[config.mk]
export PLATFORM = sky130hd
export DESIGN_NAME = adc_round_robin_scanner_unit
export DESIGN_NICKNAME = d
export VERILOG_FILES = /design/src/rtl/core/adc_rrs_pkg.sv /design/src/rtl/core/adc_rrs_store.sv /design/src/rtl/core/adc_rrs_seq.sv /design/src/rtl/core/adc_round_robin_scanner_unit.sv
export SDC_FILE = /design/constraint.sdc
export NUM_CORES = 1
export LEC_CHECK = 0
export BUFFER_PORTS_ARGS = -buffer_cell sky130_fd_sc_hd__buf_2
export CORE_ASPECT_RATIO = 1.5
export CORE_UTILIZATION = 40
export DETAILED_ROUTE_END_ITERATION = 8
export GPL_TIMING_DRIVEN = 0
export PLACE_DENSITY = 0.64
export SYNTH_ARGS = -nofsm -noshare
export SYNTH_HDL_FRONTEND = slang
export SYNTH_SLANG_ARGS = --single-unit
[constraint.sdc]
create_clock -name clock -period 3.5 [get_ports clock]
set_clock_uncertainty 0.2 [all_clocks]
set_input_delay 0.35 -clock clock [delete_from_list [all_inputs] [get_ports clock]]
set_output_delay 0.35 -clock clock [all_outputs]
set_load 0.02 [all_outputs]
[src/rtl/core/adc_rrs_pkg.sv]
// Shared types, constants and helpers for the ADC round-robin scanner.
`timescale 1ns / 1ps
`default_nettype none

package adc_rrs_pkg;

   localparam int MAX_CHANNELS  = 8;
   localparam int MUX_BITS      = 5;
   localparam int MUX_CODES     = 1 << MUX_BITS;
   localparam int SAMPLE_BITS   = 10;
   localparam int COUNT_BITS    = 4;
   localparam int POS_BITS      = 3;
   localparam int LIST_BITS     = MAX_CHANNELS * MUX_BITS;
   localparam int CSR_DATA_BITS = LIST_BITS;
   localparam int CSR_IDX_BITS  = 1;

   typedef enum logic {
      OP_READ = 1'b0,
      OP_CONV = 1'b1
   } op_type;

   typedef enum logic [CSR_IDX_BITS-1:0] {
      CSR_COUNT = 1'b0,
      CSR_LIST  = 1'b1
   } csr_idx_type;

   typedef struct packed {
      op_type                 operation;
      logic [MUX_BITS-1:0]    channel;
      logic [SAMPLE_BITS-1:0] sample;
   } req_type;

   typedef struct packed {
      logic [SAMPLE_BITS-1:0] read_value;
      logic                   start_conversion;
      logic [MUX_BITS-1:0]    current_mux;
   } rsp_type;

   // Access to the value store issued by the sequencer.
   typedef struct packed {
      logic                   we;
      logic                   re;
      logic [MUX_BITS-1:0]    addr;
      logic [SAMPLE_BITS-1:0] wdata;
   } store_cmd_type;

   // Registered response control from the sequencer.
   typedef struct packed {
      logic                valid;
      logic                read_op;
      logic                start;
      logic [MUX_BITS-1:0] mux;
   } seq_rsp_type;

   function automatic logic [MUX_BITS-1:0] list_entry(input logic [LIST_BITS-1:0] list,
                                                      input logic [POS_BITS-1:0]  pos);
      list_entry = list[pos*MUX_BITS +: MUX_BITS];
   endfunction

endpackage

`default_nettype wire

[src/rtl/core/adc_rrs_store.sv]
// Value store: synchronous sample memory with per-entry valid bits.
`timescale 1ns / 1ps
`default_nettype none

module adc_rrs_store (
   input  wire logic                                  clock,
   input  wire logic                                  reset,
   input  wire adc_rrs_pkg::store_cmd_type            cmd,
   output      logic [adc_rrs_pkg::SAMPLE_BITS-1:0]   rdata
);

   logic [adc_rrs_pkg::SAMPLE_BITS-1:0] mem [adc_rrs_pkg::MUX_CODES];
   logic [adc_rrs_pkg::MUX_CODES-1:0]   valid_ff;
   logic [adc_rrs_pkg::SAMPLE_BITS-1:0] rdata_ff;
   logic                                hit_ff;

   always_ff @(posedge clock) begin
      if (cmd.we) begin
         mem[cmd.addr] <= cmd.wdata;
      end
      if (cmd.re) begin
         rdata_ff <= mem[cmd.addr];
      end
   end

   // Entries never written since reset read as zero.
   always_ff @(posedge clock) begin
      if (reset) begin
         valid_ff <= '0;
         hit_ff   <= 1'b0;
      end else begin
         if (cmd.we) begin
            valid_ff[cmd.addr] <= 1'b1;
         end
         if (cmd.re) begin
            hit_ff <= valid_ff[cmd.addr];
         end
      end
   end

   assign rdata = hit_ff ? rdata_ff : '0;

endmodule

`default_nettype wire

[src/rtl/core/adc_rrs_seq.sv]
// Scan sequencer: configuration, list position, mux selection and conversion flag.
`timescale 1ns / 1ps
`default_nettype none

module adc_rrs_seq (
   input  wire logic                                    clock,
   input  wire logic                                    reset,
   input  wire logic                                    accept,
   input  wire adc_rrs_pkg::req_type                    req,
   input  wire logic                                    csr_we,
   input  wire logic [adc_rrs_pkg::CSR_IDX_BITS-1:0]    csr_index,
   input  wire logic [adc_rrs_pkg::CSR_DATA_BITS-1:0]   csr_wdata,
   output      adc_rrs_pkg::store_cmd_type              cmd,
   output      adc_rrs_pkg::seq_rsp_type                rsp_ctl
);

   logic [adc_rrs_pkg::COUNT_BITS-1:0] count_ff;
   logic [adc_rrs_pkg::LIST_BITS-1:0]  list_ff;
   logic [adc_rrs_pkg::POS_BITS-1:0]   pos_ff;
   logic [adc_rrs_pkg::MUX_BITS-1:0]   sel_ff;
   logic                               converting_ff;
   adc_rrs_pkg::seq_rsp_type           rsp_ff;

   logic [adc_rrs_pkg::COUNT_BITS-1:0] count_eff;
   logic [adc_rrs_pkg::COUNT_BITS-1:0] next_wide;
   logic [adc_rrs_pkg::POS_BITS-1:0]   next_pos;
   logic [adc_rrs_pkg::MUX_BITS-1:0]   next_mux;
   logic                               is_conv;

   always_comb begin
      if (count_ff == '0) begin
         count_eff = adc_rrs_pkg::COUNT_BITS'(1);
      end else if (count_ff > adc_rrs_pkg::COUNT_BITS'(adc_rrs_pkg::MAX_CHANNELS)) begin
         count_eff = adc_rrs_pkg::COUNT_BITS'(adc_rrs_pkg::MAX_CHANNELS);
      end else begin
         count_eff = count_ff;
      end
      next_wide = adc_rrs_pkg::COUNT_BITS'(pos_ff) + adc_rrs_pkg::COUNT_BITS'(1);
      // Wrap right after the last configured entry.
      next_pos  = (next_wide >= count_eff) ? '0 : next_wide[adc_rrs_pkg::POS_BITS-1:0];
      next_mux  = adc_rrs_pkg::list_entry(list_ff, next_pos);
   end

   assign is_conv = (req.operation == adc_rrs_pkg::OP_CONV);

   always_comb begin
      cmd.we    = accept && is_conv;
      cmd.re    = accept && !is_conv;
      cmd.addr  = is_conv ? sel_ff : req.channel;
      cmd.wdata = req.sample;
   end

   always_ff @(posedge clock) begin
      if (reset) begin
         count_ff      <= adc_rrs_pkg::COUNT_BITS'(1);
         list_ff       <= '0;
         pos_ff        <= '0;
         sel_ff        <= '0;
         converting_ff <= 1'b1;
         rsp_ff        <= '0;
      end else begin
         rsp_ff.valid <= accept;
         if (accept) begin
            rsp_ff.read_op <= !is_conv;
            if (is_conv) begin
               converting_ff <= 1'b0;
               pos_ff        <= next_pos;
               sel_ff        <= next_mux;
               rsp_ff.start  <= 1'b0;
               rsp_ff.mux    <= next_mux;
            end else begin
               converting_ff <= 1'b1;
               rsp_ff.start  <= !converting_ff;
               rsp_ff.mux    <= sel_ff;
            end
         end
         // Restart the scan on any register write.
         if (csr_we) begin
            unique case (csr_index)
               adc_rrs_pkg::CSR_COUNT: begin
                  count_ff <= csr_wdata[adc_rrs_pkg::COUNT_BITS-1:0];
                  pos_ff   <= '0;
                  sel_ff   <= adc_rrs_pkg::list_entry(list_ff, '0);
               end
               adc_rrs_pkg::CSR_LIST: begin
                  list_ff <= csr_wdata[adc_rrs_pkg::LIST_BITS-1:0];
                  pos_ff  <= '0;
                  sel_ff  <= csr_wdata[adc_rrs_pkg::MUX_BITS-1:0];
               end
               default: begin
               end
            endcase
         end
      end
   end

   assign rsp_ctl = rsp_ff;

endmodule

`default_nettype wire

[src/rtl/core/adc_round_robin_scanner_unit.sv]
// Top level of the ADC round-robin channel scanner.
// Response: rsp_valid is registered and comes in the cycle after the request is accepted.
// Throughput: one item per cycle; busy stays low, and the value store read and
// write are never issued together, so they never collide.
// Reset: synchronous; value store reads zero, scan at entry zero, conversion running.
// The receiver cannot stall: each beat is shown for exactly one cycle.
`timescale 1ns / 1ps
`default_nettype none

module adc_round_robin_scanner_unit (
   input  wire logic                                    clock,
   input  wire logic                                    reset,
   input  wire logic                                    start,
   output      logic                                    busy,
   input  wire adc_rrs_pkg::req_type                    req_item,
   output      logic                                    rsp_valid,
   output      adc_rrs_pkg::rsp_type                    rsp_item,
   input  wire logic                                    csr_we,
   input  wire logic [adc_rrs_pkg::CSR_IDX_BITS-1:0]    csr_index,
   input  wire logic [adc_rrs_pkg::CSR_DATA_BITS-1:0]   csr_wdata
);

   adc_rrs_pkg::store_cmd_type          cmd;
   adc_rrs_pkg::seq_rsp_type            rsp_ctl;
   logic [adc_rrs_pkg::SAMPLE_BITS-1:0] rdata;
   logic                                accept;

   assign busy   = 1'b0;
   assign accept = start && !busy;

   adc_rrs_seq u_seq (
      .clock     (clock),
      .reset     (reset),
      .accept    (accept),
      .req       (req_item),
      .csr_we    (csr_we),
      .csr_index (csr_index),
      .csr_wdata (csr_wdata),
      .cmd       (cmd),
      .rsp_ctl   (rsp_ctl)
   );

   adc_rrs_store u_store (
      .clock (clock),
      .reset (reset),
      .cmd   (cmd),
      .rdata (rdata)
   );

   assign rsp_valid = rsp_ctl.valid;

   // Drop the stored value on conversion beats.
   always_comb begin
      rsp_item.read_value       = rsp_ctl.read_op ? rdata : '0;
      rsp_item.start_conversion = rsp_ctl.start;
      rsp_item.current_mux      = rsp_ctl.mux;
   end

endmodule

`default_nettype wire

After elaboration in Yosys (flattened, before gate mapping) --
Memory sizes are Yosys's and may differ from the RTL's. A register that Yosys moved wholly into a read port is not among the register bits. Cells that the tools add are included.
Storage, ports and cells: latch bits 0, output and inout port bits 18, word-level logic and storage cells 52, register bits 94, RAM bits 320, memories kept 1, bits in read-only memories 0
Memories:
- u_store.mem | depth 32, bits a word 10, read ports 1, clocked after memory_dff 1, write ports 1, line adc_rrs_store.sv:12 | logic [adc_rrs_pkg::SAMPLE_BITS-1:0] mem [adc_rrs_pkg::MUX_CODES];
Operators by class: multiplexer cells 18, shifts and indexed selects 1, equal/unequal tests 0, divide/modulo/power cells 0, multiply operators 1, magnitude comparators 4, bitwise logic cells 2, add/sub/neg operators 1, reductions and logical operators 13
Operators with widths (count):
- $shiftx A40 B7 Y5 | 1
- $or A32 B32 Y32 | 1
- $mux W10 | 2
- $mux W5 | 4
- $pmux W5 S2 | 1
- $mux W4 | 2
- $reduce_and A2 Y1 | 4
- $lt A5 B6 Y1 const B | 1
- $mul A3 B3 Y6 const B | 1
- $mux W6 | 1
- $bmux W1 S5 | 1
- $demux W1 S5 | 1
- $ge A5 B1 Y1 const B | 1
- $mux W1 | 5
- $add A3 B1 Y4 const B | 1
- $ge A4 B4 Y1 | 1
- $gt A4 B4 Y1 const B | 1
- $logic_not A4 Y1 | 1
- $reduce_bool A2 Y1 | 2
- $logic_and A1 B1 Y1 | 3
- $mux W3 | 1
- $logic_not A1 Y1 | 2
- $reduce_or A2 Y1 | 1
- $not A1 Y1 | 1

Longest topological paths before layout --
Gate-level depths: netlist of the first run.
depth in word-level cells 10, depth in mapped cells 10

Hierarchy --
A second synthesis of the first run with hierarchy kept.
Second synthesis, totals: cells, all modules 1087, area, all modules 17065.1 um2
Modules (own cells, without submodules):
- adc_rrs_store | times used 1, area each 13867.0 um2, cells an instance 677
- adc_rrs_seq | times used 1, area each 3124.2 um2, cells an instance 398
- adc_round_robin_scanner_unit | times used 1, area each 73.8 um2, cells an instance 12

Least setup slack after synthesis of the first run --
Ideal clock, no wire load.
path type register to register, start register u_seq.pos_ff[0] (netlist name), end register u_seq.sel_ff[0] (netlist name), setup slack 1.030 ns, library setup time 0.139 ns, arrival time 2.131 ns, stages on the path, launching flop included 9, buffers on the path 1, path through dfxtp_1 > clkbuf_1 > and3_1 > ha_1 > a21oi_1 > o221ai_1 > a22o_1 > o211ai_1 > a221oi_1
On the way: cells in the longest elaborated chain, start to end 8
Ends and longest elaborated chain:
- start, declared | line adc_rrs_seq.sv:19 | logic [adc_rrs_pkg::POS_BITS-1:0] pos_ff;
- start signal, assigned | line adc_rrs_seq.sv:67 | pos_ff <= next_pos;
- $add A3 B1 Y4 (*) | line adc_rrs_seq.sv:38 | next_wide = adc_rrs_pkg::COUNT_BITS'(pos_ff) + adc_rrs_pkg::COUNT_BITS'(1);
- $ge A4 B4 Y1 | line adc_rrs_seq.sv:40 | next_pos = (next_wide >= count_eff) ? '0 : next_wide[adc_rrs_pkg::POS_BITS-1:0];
- $mux W3 (*) | line adc_rrs_seq.sv:40
- $mul A3 B3 Y6 (*) | line adc_rrs_pkg.sv:57 | list_entry = list[pos*MUX_BITS +: MUX_BITS];
- $shiftx A40 B7 Y5 (*) | line adc_rrs_pkg.sv:57
- $mux W5 (*) | line adc_rrs_seq.sv:65 | if (is_conv) begin
- $mux W5 (*) | line adc_rrs_seq.sv:63 | if (accept) begin
- $mux W5 (*) | line adc_rrs_seq.sv:78 | if (csr_we) begin
- end signal, assigned | line adc_rrs_seq.sv:68 | sel_ff <= next_mux;
- end signal, assigned | line adc_rrs_seq.sv:83 | sel_ff <= adc_rrs_pkg::list_entry(list_ff, '0);
- end signal, assigned | line adc_rrs_seq.sv:88 | sel_ff <= csr_wdata[adc_rrs_pkg::MUX_BITS-1:0];
- end, declared | line adc_rrs_seq.sv:20 | logic [adc_rrs_pkg::MUX_BITS-1:0] sel_ff;
Mark *: on every way between the ends. The rest lies on a longest branch, timed or not. The select of a mux whose other input is x is not followed. A chain may end at the register's enable or synchronous reset.

Worst setup path in the final report of the first run --
start register u_seq.sel_ff[1] (netlist name), end memory u_store.mem[31][7] (netlist name), enable pin
On the way: cells in the longest elaborated chain, start to end 1
Ends and longest elaborated chain:
- $mux W5 | line adc_rrs_seq.sv:49 | cmd.addr = is_conv ? sel_ff : req.channel;
- end, declared | line adc_rrs_store.sv:12
Every way passes these cells.

==> impl_metrics.csv, run 1 <==
group,metric,value,unit
clock_tree,clock_path_buffers,3,
global_routing,grt.total_usage,20.7,%
die,io_pins,79,
routing,ant_nets,0,
synth,yosys_register_bits,424,
placement,port_buffers,75,
clock_tree,cts_tree,"yes",
pwr,peakVddDrop,0.435,mV
synth,yosysWarnings,0,
sta,final.period_utilization,96.7,%
synth,post_synthesis_compound_gate_area_fraction,8.71,%
global_routing,largest_net_degree_at_the_start_of_global_routing,33,
routing,vias_per_cell,5.51,
pwr,leakage,0.00634,uW
synth,synthAdderAreaFrac,0.376,%
placement,gpl.final_weighted_congestion,0.875,
global_routing,grt_pass1_vias,10200,
routing,pre_repair_dr_iteration_count,5,
sta,setup_repair_after_global_routing_missed_its_margin,"true",
die,fp-row-count,91,
pwr,pwr_density_cell,538,mW/mm2
die,die-height,252,um
routing,route.vias.total,10300,
sta,max-slew-margin-rel,5.61,%
synth,post_synth_edffs,330,
setup_path,path_buf_inv,3,
synth,yosys-mux-area-fraction,10.1,%
synth,synth_area,0.0167,mm2
setup_path,critical_path_cell_list,"buf_2 > mux2_2 > buf_2 > buf_2 > nand3_1 > nor2_1",
layout,finish.net_count,1337,
routing,detail_route.wirelength,43100,um
sta,timing.fmax,295,MHz
clock_tree,insertion_delay,560,ps
die,area_of_the_die,0.0425,mm2
run,cap_viol_max_count,0,
layout,area_growth_syn_to_layout,16.1,%
setup_path,critical_path_arrival,3340,ps
status,outcome,"completed",
setup_path,cpMaxStageDelayCell,"sky130_fd_sc_hd__nor2_1",
synth,synthesis.nets,1181,
pwr,share_comb_of_total_power,7.7,%
sta,timing_hold_violations_final,0,
die,die_w,169,um
global_routing,overflow,0,
clock_tree,h_tree_levels,2,
setup_path,endpoint_kind,"flip-flop",
worst_hold_path,hp-class,"in2reg",
clock_tree,tritoncts.num_buffers,39,
placement,hpwl,29000,um
sta,holdWs,28.0,ps
die,core_area,0.0411,mm2
layout,leading_cell_type_in_the_layout_fill_and_taps_excluded,"sky130_fd_sc_hd__edfxtp_1",
setup_path,critical_path.most_common_cell,"sky130_fd_sc_hd__buf_2",
sta,finalSetupViolations,0,
clock_tree,buffers_inserted_during_post_cts_setup_optimization,0,
clock_tree,cts.sink_count,424,
global_routing,antenna_violations_before_repair,2,
setup_path,critPathTopFamily,"simple AND/OR/NAND/NOR gates",
synth,post_synth_xor_area_fraction,0.0526,%
setup_path,worst-setup-path-type,"reg2reg",
sta,finalCriticalPeriod,3380,ps
pwr,power_frac_clock,39.2,%
routing,drt-initial-drc-count,881,
routing,wl_per_cell,23.2,um
synth,combinational_family_with_the_most_area_after_synthesis,"multiplexers",
layout,stdcell_area,0.0193,mm2
synth,synthDistinctLibCells,55,
setup_path,ff2ff_setup_slack,120,ps
layout,layout-drive-gt1-share,17.3,%
global_routing,grt_first_pass_wirelength,64000,um
sta,worst-slew-pin-transition,1410,ps
synth,synth-seq-area-share,70.8,%
routing,post-route-drc-count,0,
synth,synth_area_per_cell,14.9,um2
layout,fill_cells,3560,
layout,final_cell_mix,"330 x sky130_fd_sc_hd__edfxtp_1, 110 x sky130_fd_sc_hd__nand2_1, 105 x sky130_fd_sc_hd__nor2_1",
setup_path,critical-path-max-stage-delay,1020,ps
synth,postSynth.topFlopCell,"sky130_fd_sc_hd__edfxtp_1",
synth,synth-simple-area-share,7.57,%
pwr,p_switching,2390,uW
setup_path,cp-start-kind,"flip-flop",
clock_tree,cts.clk_slew.worst_paths,60,ps
die,starting_density,40.5,%
pwr,design_internal_power,8020,uW
synth,ys_async_sr_fraction,0,%
clock_tree,cts_root_buf,"sky130_fd_sc_hd__clkbuf_16",
synth,syn-instance-count,1115,
setup_path,crit_fanout,11,
placement,post_dp_area,0.0177,mm2
pwr,power.switching_fraction,22.9,%
setup_path,cp_data_required_time,3460,ps
pwr,seq_power_share,53.1,%
sta,final_max_slew_viol_count,0,
-- metrics by stage --
step	total power [uW]	setup TNS, ps	instances	setup WS [ps]	util [%]
finish	10400	0	1860	115	47.0
floorplan	6070	0	1115	1030	-
global route	10700	-614	1859	-53.6	47.0
CTS	10500	0	1859	97.3	47.0
global placement	6380	-3460	1748	-164	43.1
detailed placement	6400	-6220	1748	-278	43.1
-- cells by family after synthesis --
logic type                 count (synthesis)
DFF                                      424
and+or+nand+nor                          291
AOI/OAI and AO/OA                        223
muxes                                     88
buffers and inverters                     82
adders and majority gates                  5
other                                      1
xor gates and xnor gates                   1
-- layout make-up --
cell class	instances	area [um2]	share of cell area [%]
inverters	9	33.8	0.175
plain buffers	73	358	1.85
clock buffers	46	1010	5.24
repair buffers	115	776	4.01
diodes	1	2.50	0.0129
flip-flops and latches	424	11800	61.0
clock inverters	25	183	0.945
multi-input cells	609	4480	23.2
well taps	558	698	3.61
-- what timing repair did --
item / CTS / global route
resized for setup: 0 / 1
setup endpoints to repair: 0 / 25
hold buffers: 40 / 0
endpoints found under the hold margin: 45 / 0
-- sequential cells by signal, indices dropped and copies added, names as in the netlist --
name	flops
u_store.mem	320
u_seq.list_ff	40
u_store.valid_ff	32
u_store.rdata_ff	10
u_seq.rsp_ctl	8
u_seq.sel_ff	5
u_seq.count_ff	4
u_seq.pos_ff	3
u_seq.converting_ff	1
u_store.hit_ff	1
-- tightest hold or removal path, cell delays in order --
cell and delay [ps]:
sky130_fd_sc_hd__buf_2 160, sky130_fd_sc_hd__a21oi_1 120, sky130_fd_sc_hd__a221oi_1 80
-- metal layers --
| metal | share of wire [%] | vias to the layer above | GRT usage [%] |
|---|---|---|---|
| met1 | 36 | 5111 | 23.9 |
| met3 | 6.8 | 73 | 3.12 |
| met5 | 0.028 | - | 0 |
| met4 | 3.6 | 2 | 8.34 |
| met2 | 53 | 458 | 38.2 |
| li1 | - | 4608 | - |
-- cells in the mapped netlist (12+ instances only) --
library cell               count  area, um2
sky130_fd_sc_hd__a21oi_1      86        430
sky130_fd_sc_hd__a22oi_1      70        526
sky130_fd_sc_hd__and3_1       13       81.3
sky130_fd_sc_hd__clkbuf_1     47        176
sky130_fd_sc_hd__dfxtp_1      94       1880
sky130_fd_sc_hd__edfxtp_1    330       9910
sky130_fd_sc_hd__mux2i_1      20        200
sky130_fd_sc_hd__mux4_2       64       1440
sky130_fd_sc_hd__nand2_1     110        413
sky130_fd_sc_hd__nand3_1      12       60.1
sky130_fd_sc_hd__nor2_1      106        398
sky130_fd_sc_hd__o21ai_0      15       75.1
-- power groups by stage --
stage | clock network, uW | registers, uW | logic, uW
floorplan | 0 | 5620 | 447
global placement | 0 | 5630 | 754
detailed placement | 0 | 5630 | 764
CTS | 4130 | 5520 | 800
global route | 4320 | 5530 | 852
finish | 4080 | 5520 | 800
-- path summary, 6_finish.rpt --
path	end	startpoint	depth (start not counted)
max reg2reg	u_store.mem[31][7]	u_seq.sel_ff[1]	6
min	u_seq.sel_ff[0]	csr_we	3
min reg2reg	u_seq.list_ff[37]	u_seq.list_ff[37]	2
max	u_store.mem[31][7]	u_seq.sel_ff[1]	6
Note: power is estimated with default switching activity, not from simulation.
==> inputs of run 2 (changes only) <==
Settings changed: ABC_AREA from default to 0, SYNTH_HIERARCHICAL from default to 1.
==> run 2 against run 1 <==
Compared with the run above: power rose by 7.8%; non-clock buffer count down 5; cell count is 1.6% lower; critical path depth grew 5; register-to-register slack worse by 40 ps; worst hold slack improved by 16 ps; setup slack worse by 38 ps; first-iteration DRC count grew 5.8%; maximum frequency decreased by 1.1%; core utilization rose by 0.57 points.
==> impl_metrics.csv, run 2 <==
group,metric,value,unit
synth,ys_async_sr_fraction,0,%
sta,timing.fmax,292,MHz
setup_path,cp_data_required_time,3710,ps
routing,drt-initial-drc-count,932,
clock_tree,clock_path_buffers,3,
die,area_of_the_die,0.0435,mm2
sta,tns,0,ps
placement,port_buffers,65,
clock_tree,tritoncts.num_buffers,40,
setup_path,endpoint_kind,"flip-flop",
die,die-height,255,um
synth,synthDistinctLibCells,57,
setup_path,worst-setup-path-type,"reg2reg",
clock_tree,cts.clk_slew.worst_paths,70,ps
synth,most_frequently_used_cell_type_in_the_post_synthesis_netlist,"sky130_fd_sc_hd__edfxtp_1",
pwr,leakage,0.00661,uW
layout,fill_cells,3554,
placement,gpl.final_weighted_congestion,0.997,
global_routing,overflow,0,
global_routing,grt_pass1_vias,10200,
synth,yosys_register_bits,424,
routing,detail_route.wirelength,46500,um
global_routing,grt.total_usage,21.6,%
layout,final_cell_count_no_fill,1831,
routing,vias_per_cell,5.66,
routing,route.vias.total,10400,
synth,synth-seq-area-share,69.1,%
synth,yosysWarnings,6,
clock_tree,cts_root_buf,"sky130_fd_sc_hd__clkbuf_16",
setup_path,critical-path-max-stage-delay,580,ps
pwr,pwr_density_cell,561,mW/mm2
clock_tree,cts.sink_count,424,
layout,area.sequential,0.0118,mm2
synth,post_synth_edffs,330,
synth,synth_area_per_cell,15.7,um2
routing,ant_nets,0,
setup_path,cp-start-kind,"flip-flop",
layout,registers_with_the_highest_flip_flop_counts,"u_store/mem: 320 flops, u_seq/list_ff: 40 flops, u_store/valid_ff: 32 flops",
die,io_pins,79,
layout,area_growth_syn_to_layout,17.2,%
placement,hpwl,31700,um
layout,finish.net_count,1301,
die,die_w,171,um
clock_tree,cts_tree,"yes",
placement,placed_cells_incl_taps,1716,
setup_path,critPathTopFamily,"compound AO/OA/AOI/OAI gates",
setup_path,path_buf_inv,3,
synth,synth_area,0.0171,mm2
die,core_area,0.0420,mm2
setup_path,crit_fanout,10,
synth,syn-instance-count,1087,
pwr,peakVddDrop,0.317,mV
layout,top_register,"u_store/mem",
layout,multi_input_area,0.00475,mm2
synth,post-synth-top-area-cell,"sky130_fd_sc_hd__edfxtp_1",
clock_tree,h_tree_levels,2,
sta,max-slew-margin-rel,9.66,%
synth,postSynth.topFlopCell,"sky130_fd_sc_hd__edfxtp_1",
global_routing,antenna_violations_before_repair,0,
die,starting_density,40.6,%
worst_hold_path,hp-class,"in2reg",
global_routing,grt_first_pass_wirelength,66700,um
synth,synth_commonest_cells,"330 x sky130_fd_sc_hd__edfxtp_1, 110 x sky130_fd_sc_hd__nor2_1, 98 x sky130_fd_sc_hd__nand2_1, 94 x sky130_fd_sc_hd__dfxtp_1, 77 x sky130_fd_sc_hd__mux4_2",
setup_path,cpMaxStageDelayCell,"sky130_fd_sc_hd__xnor2_1",
run,cap_viol_max_count,0,
sta,timing_hold_violations_final,0,
sta,final.period_utilization,97.8,%
die,fp-row-count,92,
sta,finalSetupViolations,0,
layout,largest_register_ff_count,320,
routing,post-route-drc-count,0,
sta,setup_repair_after_global_routing_missed_its_margin,"true",
global_routing,largest_net_degree_at_the_start_of_global_routing,33,
synth,synth_largest_type_area_fraction,58.1,%
setup_path,critical_path_cell_list,"ha_1 > xnor2_1 > inv_1 > ha_1 > o211ai_1 > o21a_1 > buf_6 > nand2_4 > buf_6 > a22oi_1 > o211ai_1",
synth,synthesis.nets,1153,
sta,final_max_slew_viol_count,0,
sta,finalCriticalPeriod,3420,ps
layout,leading_cell_type_in_the_layout_fill_and_taps_excluded,"sky130_fd_sc_hd__edfxtp_1",
layout,final_cell_mix,"330 x sky130_fd_sc_hd__edfxtp_1, 107 x sky130_fd_sc_hd__nor2_1, 98 x sky130_fd_sc_hd__nand2_1",
layout,finalCoreUtilization,47.6,%
setup_path,ff2ff_setup_slack,80,ps
routing,pre_repair_dr_iteration_count,5,
setup_path,critical_path_arrival,3630,ps
layout,layout-drive-gt1-share,21.8,%
status,outcome,"completed",
placement,dpl_ws,-537,ps
sta,worst-slew-pin-transition,1350,ps
synth,netlist_top_cells_area,"sky130_fd_sc_hd__edfxtp_1 58%, sky130_fd_sc_hd__dfxtp_1 11%, sky130_fd_sc_hd__mux4_2 10%",
sta,timing.final.ws_setup,77.2,ps
routing,wl_per_cell,25.4,um
clock_tree,insertion_delay,550,ps
[run 2: changes by cell type after synthesis, sizes merged, moves of 14 or more]
cell    delta
mux4      +22
a22oi     -19
buf       +22
clkbuf    -18
a21oi     -39
and2      +14
[run 2: routing by layer]
layer,share of wire [%],global-route usage [%]
met1,37,24.7
met2,52,38.8
met3,5.4,2.74
met4,5.7,12.3
met5,0,0
[run 2: cell families after synthesis]
| kind of cell | synth area share (%) |
|---|---|
| simple gates | 8.15 |
| xor+xnor | 0.0513 |
| fa+ha+maj | 0.367 |
| mux | 13.3 |
| buf+inv | 3.12 |
| other cells | 0.0220 |
| compound gates | 5.85 |
| flops | 69.1 |
[run 2: power breakdown]
group	internal, uW	switching [uW]	leakage, uW
clock	2960	1880	0.000725
combinational	332	527	0.00215
sequential	5490	31.2	0.00374
[run 2: per-stage QoR]
step / total power, uW / area, um2 / hold slack (ps)
after floorplan: 6130 / 17100 / 222
after global placement: 6430 / 18100 / 243
after detailed placement: 6450 / 18100 / 247
after CTS: 11300 / 20000 / 16.0
after global routing: 11500 / 20000 / 43.0
final: 11200 / 20000 / 44.1
[run 2: final timing paths]
path,from,endpoint,depth (start not counted)
min reg2reg,u_seq/list_ff[26],u_seq/list_ff[26],2
max,u_seq/pos_ff[0],u_seq/sel_ff[0],11
max reg2reg,u_seq/pos_ff[0],u_seq/sel_ff[0],11
min,req_item[5],u_store/mem[16][5],1
[run 2: worst register-to-register path, stage by stage, from the launching register on]
cell and delay, ps:
sky130_fd_sc_hd__dfxtp_1 440, sky130_fd_sc_hd__ha_1 310, sky130_fd_sc_hd__xnor2_1 580, sky130_fd_sc_hd__inv_1 300
sky130_fd_sc_hd__ha_1 370, sky130_fd_sc_hd__o211ai_1 130, sky130_fd_sc_hd__o21a_1 160, sky130_fd_sc_hd__buf_6 140
sky130_fd_sc_hd__nand2_4 80, sky130_fd_sc_hd__buf_6 150, sky130_fd_sc_hd__a22oi_1 290, sky130_fd_sc_hd__o211ai_1 140
[run 2: layout make-up]
class                           instances  share of cell area (%)
Multi-Input combinational cell        574                    23.8
Buffer                                 77                    2.44
Clock buffer                           51                    5.63
Timing Repair Buffer                  106                    3.68
Antenna cell                            1                  0.0125
Tap cell                              564                    3.53
Inverter                               12                   0.225
Sequential cell                       424                    59.0
Clock inverter                         22                    1.78
[run 2: what timing repair did]
action / CTS / global route
buffers inserted: 0 / 0
gates resized for setup: 0 / 3
endpoints found under the setup margin: 0 / 31
endpoints found under the hold margin: 47 / 0
hold buffers: 41 / 0
==> inputs of run 3 (changes only) <==
Settings changed: ABC_AREA 0 to 1.
==> run 3 against run 2 <==
Compared with the run above: the run now ends with capacitance limit, slew limit, setup timing left; critical path depth is 5 lower; non-clock buffer count is 9 higher; power is 6.6% lower; combinational power is 17% higher; count of clock-buffer cells in the layout is 6 lower; sequential power hardly changed; register-to-register slack worse by 150 ps; die area is 0.31% higher.
==> impl_metrics.csv, run 3 <==
group,metric,value,unit
synth,post_synth_edffs,330,
global_routing,grt.total_usage,22.2,%
run,cap_viol_max_count,1,
pwr,p_switching,2530,uW
synth,post_synthesis_compound_gate_area_fraction,11.1,%
routing,post-route-drc-count,0,
die,die_w,171,um
clock_tree,h_tree_levels,2,
pwr,seq_power_share,52.8,%
setup_path,cp-start-kind,"flip-flop",
sta,final_max_slew_viol_count,12,
sta,worst-slew-pin-transition,1520,ps
synth,ys_async_sr_fraction,0,%
synth,synthesis.nets,1576,
pwr,pwr_density_cell,530,mW/mm2
synth,syn-instance-count,1510,
synth,most_frequently_used_cell_type_in_the_post_synthesis_netlist,"sky130_fd_sc_hd__nand2_1",
synth,synthAdderAreaFrac,0.365,%
placement,hpwl,31900,um
synth,postSynth.topFlopCell,"sky130_fd_sc_hd__edfxtp_1",
placement,port_buffers,66,
placement,gpl.final_weighted_congestion,0.895,
pwr,power_frac_clock,37.6,%
layout,area_growth_syn_to_layout,15.4,%
die,die-height,255,um
clock_tree,cts.clk_slew.worst_paths,70,ps
clock_tree,cts_tree,"yes",
sta,timing.final.ws_setup,-72.2,ps
layout,final_cell_mix,"408 x sky130_fd_sc_hd__nand2_1, 330 x sky130_fd_sc_hd__edfxtp_1, 152 x sky130_fd_sc_hd__nor2_1",
die,starting_density,40.6,%
clock_tree,cts.sink_count,424,
layout,top_register,"u_store/mem",
clock_tree,buffers_inserted_during_post_cts_setup_optimization,0,
pwr,peakVddDrop,0.419,mV
sta,max-slew-margin-rel,-1.65,%
global_routing,largest_net_degree_at_the_start_of_global_routing,33,
sta,holdWs,34.0,ps
pwr,design_internal_power,7940,uW
placement,placed_cells_incl_taps,2140,
die,fp-row-count,92,
synth,yosys-mux-area-fraction,0,%
synth,synth_largest_type_area_fraction,57.9,%
routing,ant_nets,0,
setup_path,cp_data_required_time,3430,ps
worst_hold_path,hp-class,"in2reg",
synth,post_synth_xor_area_fraction,0.0512,%
pwr,leakage,0.00761,uW
layout,fill_cells,3899,
status,outcome,"complete, but fails checks",
pwr,design_power_total,10500,uW
sta,final.period_utilization,102,%
layout,largest_register_ff_count,320,
global_routing,overflow,0,
synth,synth-seq-area-share,68.9,%
routing,vias_per_cell,5.33,
synth,synth_commonest_cells,"408 x sky130_fd_sc_hd__nand2_1, 330 x sky130_fd_sc_hd__edfxtp_1, 156 x sky130_fd_sc_hd__nor2_1, 133 x sky130_fd_sc_hd__a22oi_1, 98 x sky130_fd_sc_hd__inv_1",
synth,synthDistinctLibCells,31,
pwr,power.switching_fraction,24.2,%
global_routing,grt_pass1_vias,12100,
routing,detail_route.wirelength,47300,um
layout,finalCoreUtilization,46.9,%
layout,final_cell_count_no_fill,2254,
placement,dpl_ws,-334,ps
routing,drt-initial-drc-count,960,
layout,registers_with_the_highest_flip_flop_counts,"u_store/mem: 320 flops, u_seq/list_ff: 40 flops, u_store/valid_ff: 32 flops",
sta,setup_repair_after_global_routing_missed_its_margin,"true",
sta,finalCriticalPeriod,3570,ps
status,violations,"capacitance limit, slew limit, setup timing",
synth,synth-simple-area-share,14.4,%
synth,post-synth-top-area-cell,"sky130_fd_sc_hd__edfxtp_1",
setup_path,ff2ff_path_depth,6,
setup_path,ff2ff_setup_slack,-70,ps
sta,timing.fmax,280,MHz
layout,finish.net_count,1728,
layout,leading_cell_type_in_the_layout_fill_and_taps_excluded,"sky130_fd_sc_hd__nand2_1",
synth,synth_area,0.0171,mm2
worst_hold_path,worst_hold_path.num_cells,1,
synth,yosysWarnings,6,
setup_path,worst-setup-path-type,"reg2reg",
clock_tree,cts_root_buf,"sky130_fd_sc_hd__clkbuf_16",
setup_path,crit_fanout,11,
sta,finalSetupViolations,12,
clock_tree,insertion_delay,540,ps
global_routing,grt_first_pass_wirelength,71400,um
routing,wl_per_cell,21.0,um
synth,combinational_family_with_the_most_area_after_synthesis,"simple AND/OR/NAND/NOR gates",
die,core_area,0.0421,mm2
setup_path,critical_path_arrival,3500,ps
layout,layout-drive-gt1-share,13.6,%
setup_path,endpoint_kind,"flip-flop",
routing,route.vias.total,12000,
clock_tree,tritoncts.num_buffers,39,
routing,pre_repair_dr_iteration_count,6,
synth,netlist_top_cells_area,"sky130_fd_sc_hd__edfxtp_1 58%, sky130_fd_sc_hd__dfxtp_1 11%, sky130_fd_sc_hd__nand2_1 8.9%",
die,io_pins,79,
global_routing,antenna_violations_before_repair,0,
synth,yosys_register_bits,424,
layout,antenna-diode-count,0,
pwr,share_comb_of_total_power,9.6,%
synth,synth_area_per_cell,11.3,um2
clock_tree,clock_path_buffers,3,
sta,timing_hold_violations_final,0,
die,area_of_the_die,0.0436,mm2
[run 3: worst paths after layout]
| kind | from | to |
|---|---|---|
| max | u_seq/sel_ff[2] | u_store/mem[22][5] |
| min reg2reg | u_seq/list_ff[30] | u_seq/list_ff[30] |
| max reg2reg | u_seq/sel_ff[2] | u_store/mem[22][5] |
| min | req_item[5] | u_store/mem[15][5] |
[run 3: layout make-up]
cell class | count | area [um2] | share of cell area (%)
inverter | 107 | 402 | 2.03
clock inverter | 24 | 143 | 0.722
sequential | 424 | 11800 | 59.7
clock buffer | 45 | 998 | 5.05
timing repair buffer | 111 | 782 | 3.96
multi-input combinational | 898 | 4450 | 22.5
buffer | 81 | 489 | 2.48
tap | 564 | 706 | 3.57
[run 3: routing by layer]
layer  track usage, %  wire length [um]  up-vias
met5                0                 0        -
met4             12.4              2790        0
met3             2.93              3100      122
met2             40.0             24500      532
met1             25.0             16800     5823
li1                 -                 -     5533
[run 3: repair_timing]
action,4_1_cts,5_1_grt
gates resized for setup,0,2
setup endpoints to repair,0,41
endpoints found under the hold margin,52,0
hold buffers,43,0
[run 3: worst max-delay path, cell delays in order (launching register included)]
cell and delay [ps]:
sky130_fd_sc_hd__dfxtp_1 300, sky130_fd_sc_hd__inv_1 60, sky130_fd_sc_hd__o21ai_0 470, sky130_fd_sc_hd__inv_1 190
sky130_fd_sc_hd__nor3_1 570, sky130_fd_sc_hd__inv_1 210, sky130_fd_sc_hd__nor2_1 1170
[run 3: cell families (layout without fill, tap and decap cells)]
kind of cell | count (synthesis) | in the layout
AND/OR/NAND/NOR | 622 | 622
flip-flops | 424 | 424
AO/OA/AOI/OAI | 269 | 269
buffers and inverters | 188 | 368
adder cells (fa/ha/maj) | 5 | 5
other | 1 | 1
XOR/XNOR | 1 | 1
[run 3: power groups by stage]
stage,Clock (uW),Sequential [uW],Combinational [uW]
finish,3930,5530,1010
global route,4180,5540,1100
CTS,4010,5530,994
detailed placement,0,5640,954
global placement,0,5640,939
floorplan,0,5640,605
[run 3: per-stage QoR]
step | TNS, ps | instance area [um2]
floorplan | 0 | 17100
global placement | -7770 | 18200
detailed placement | -22330 | 18200
CTS | 0 | 19700
global route | -3300 | 19800
finish | -565 | 19800
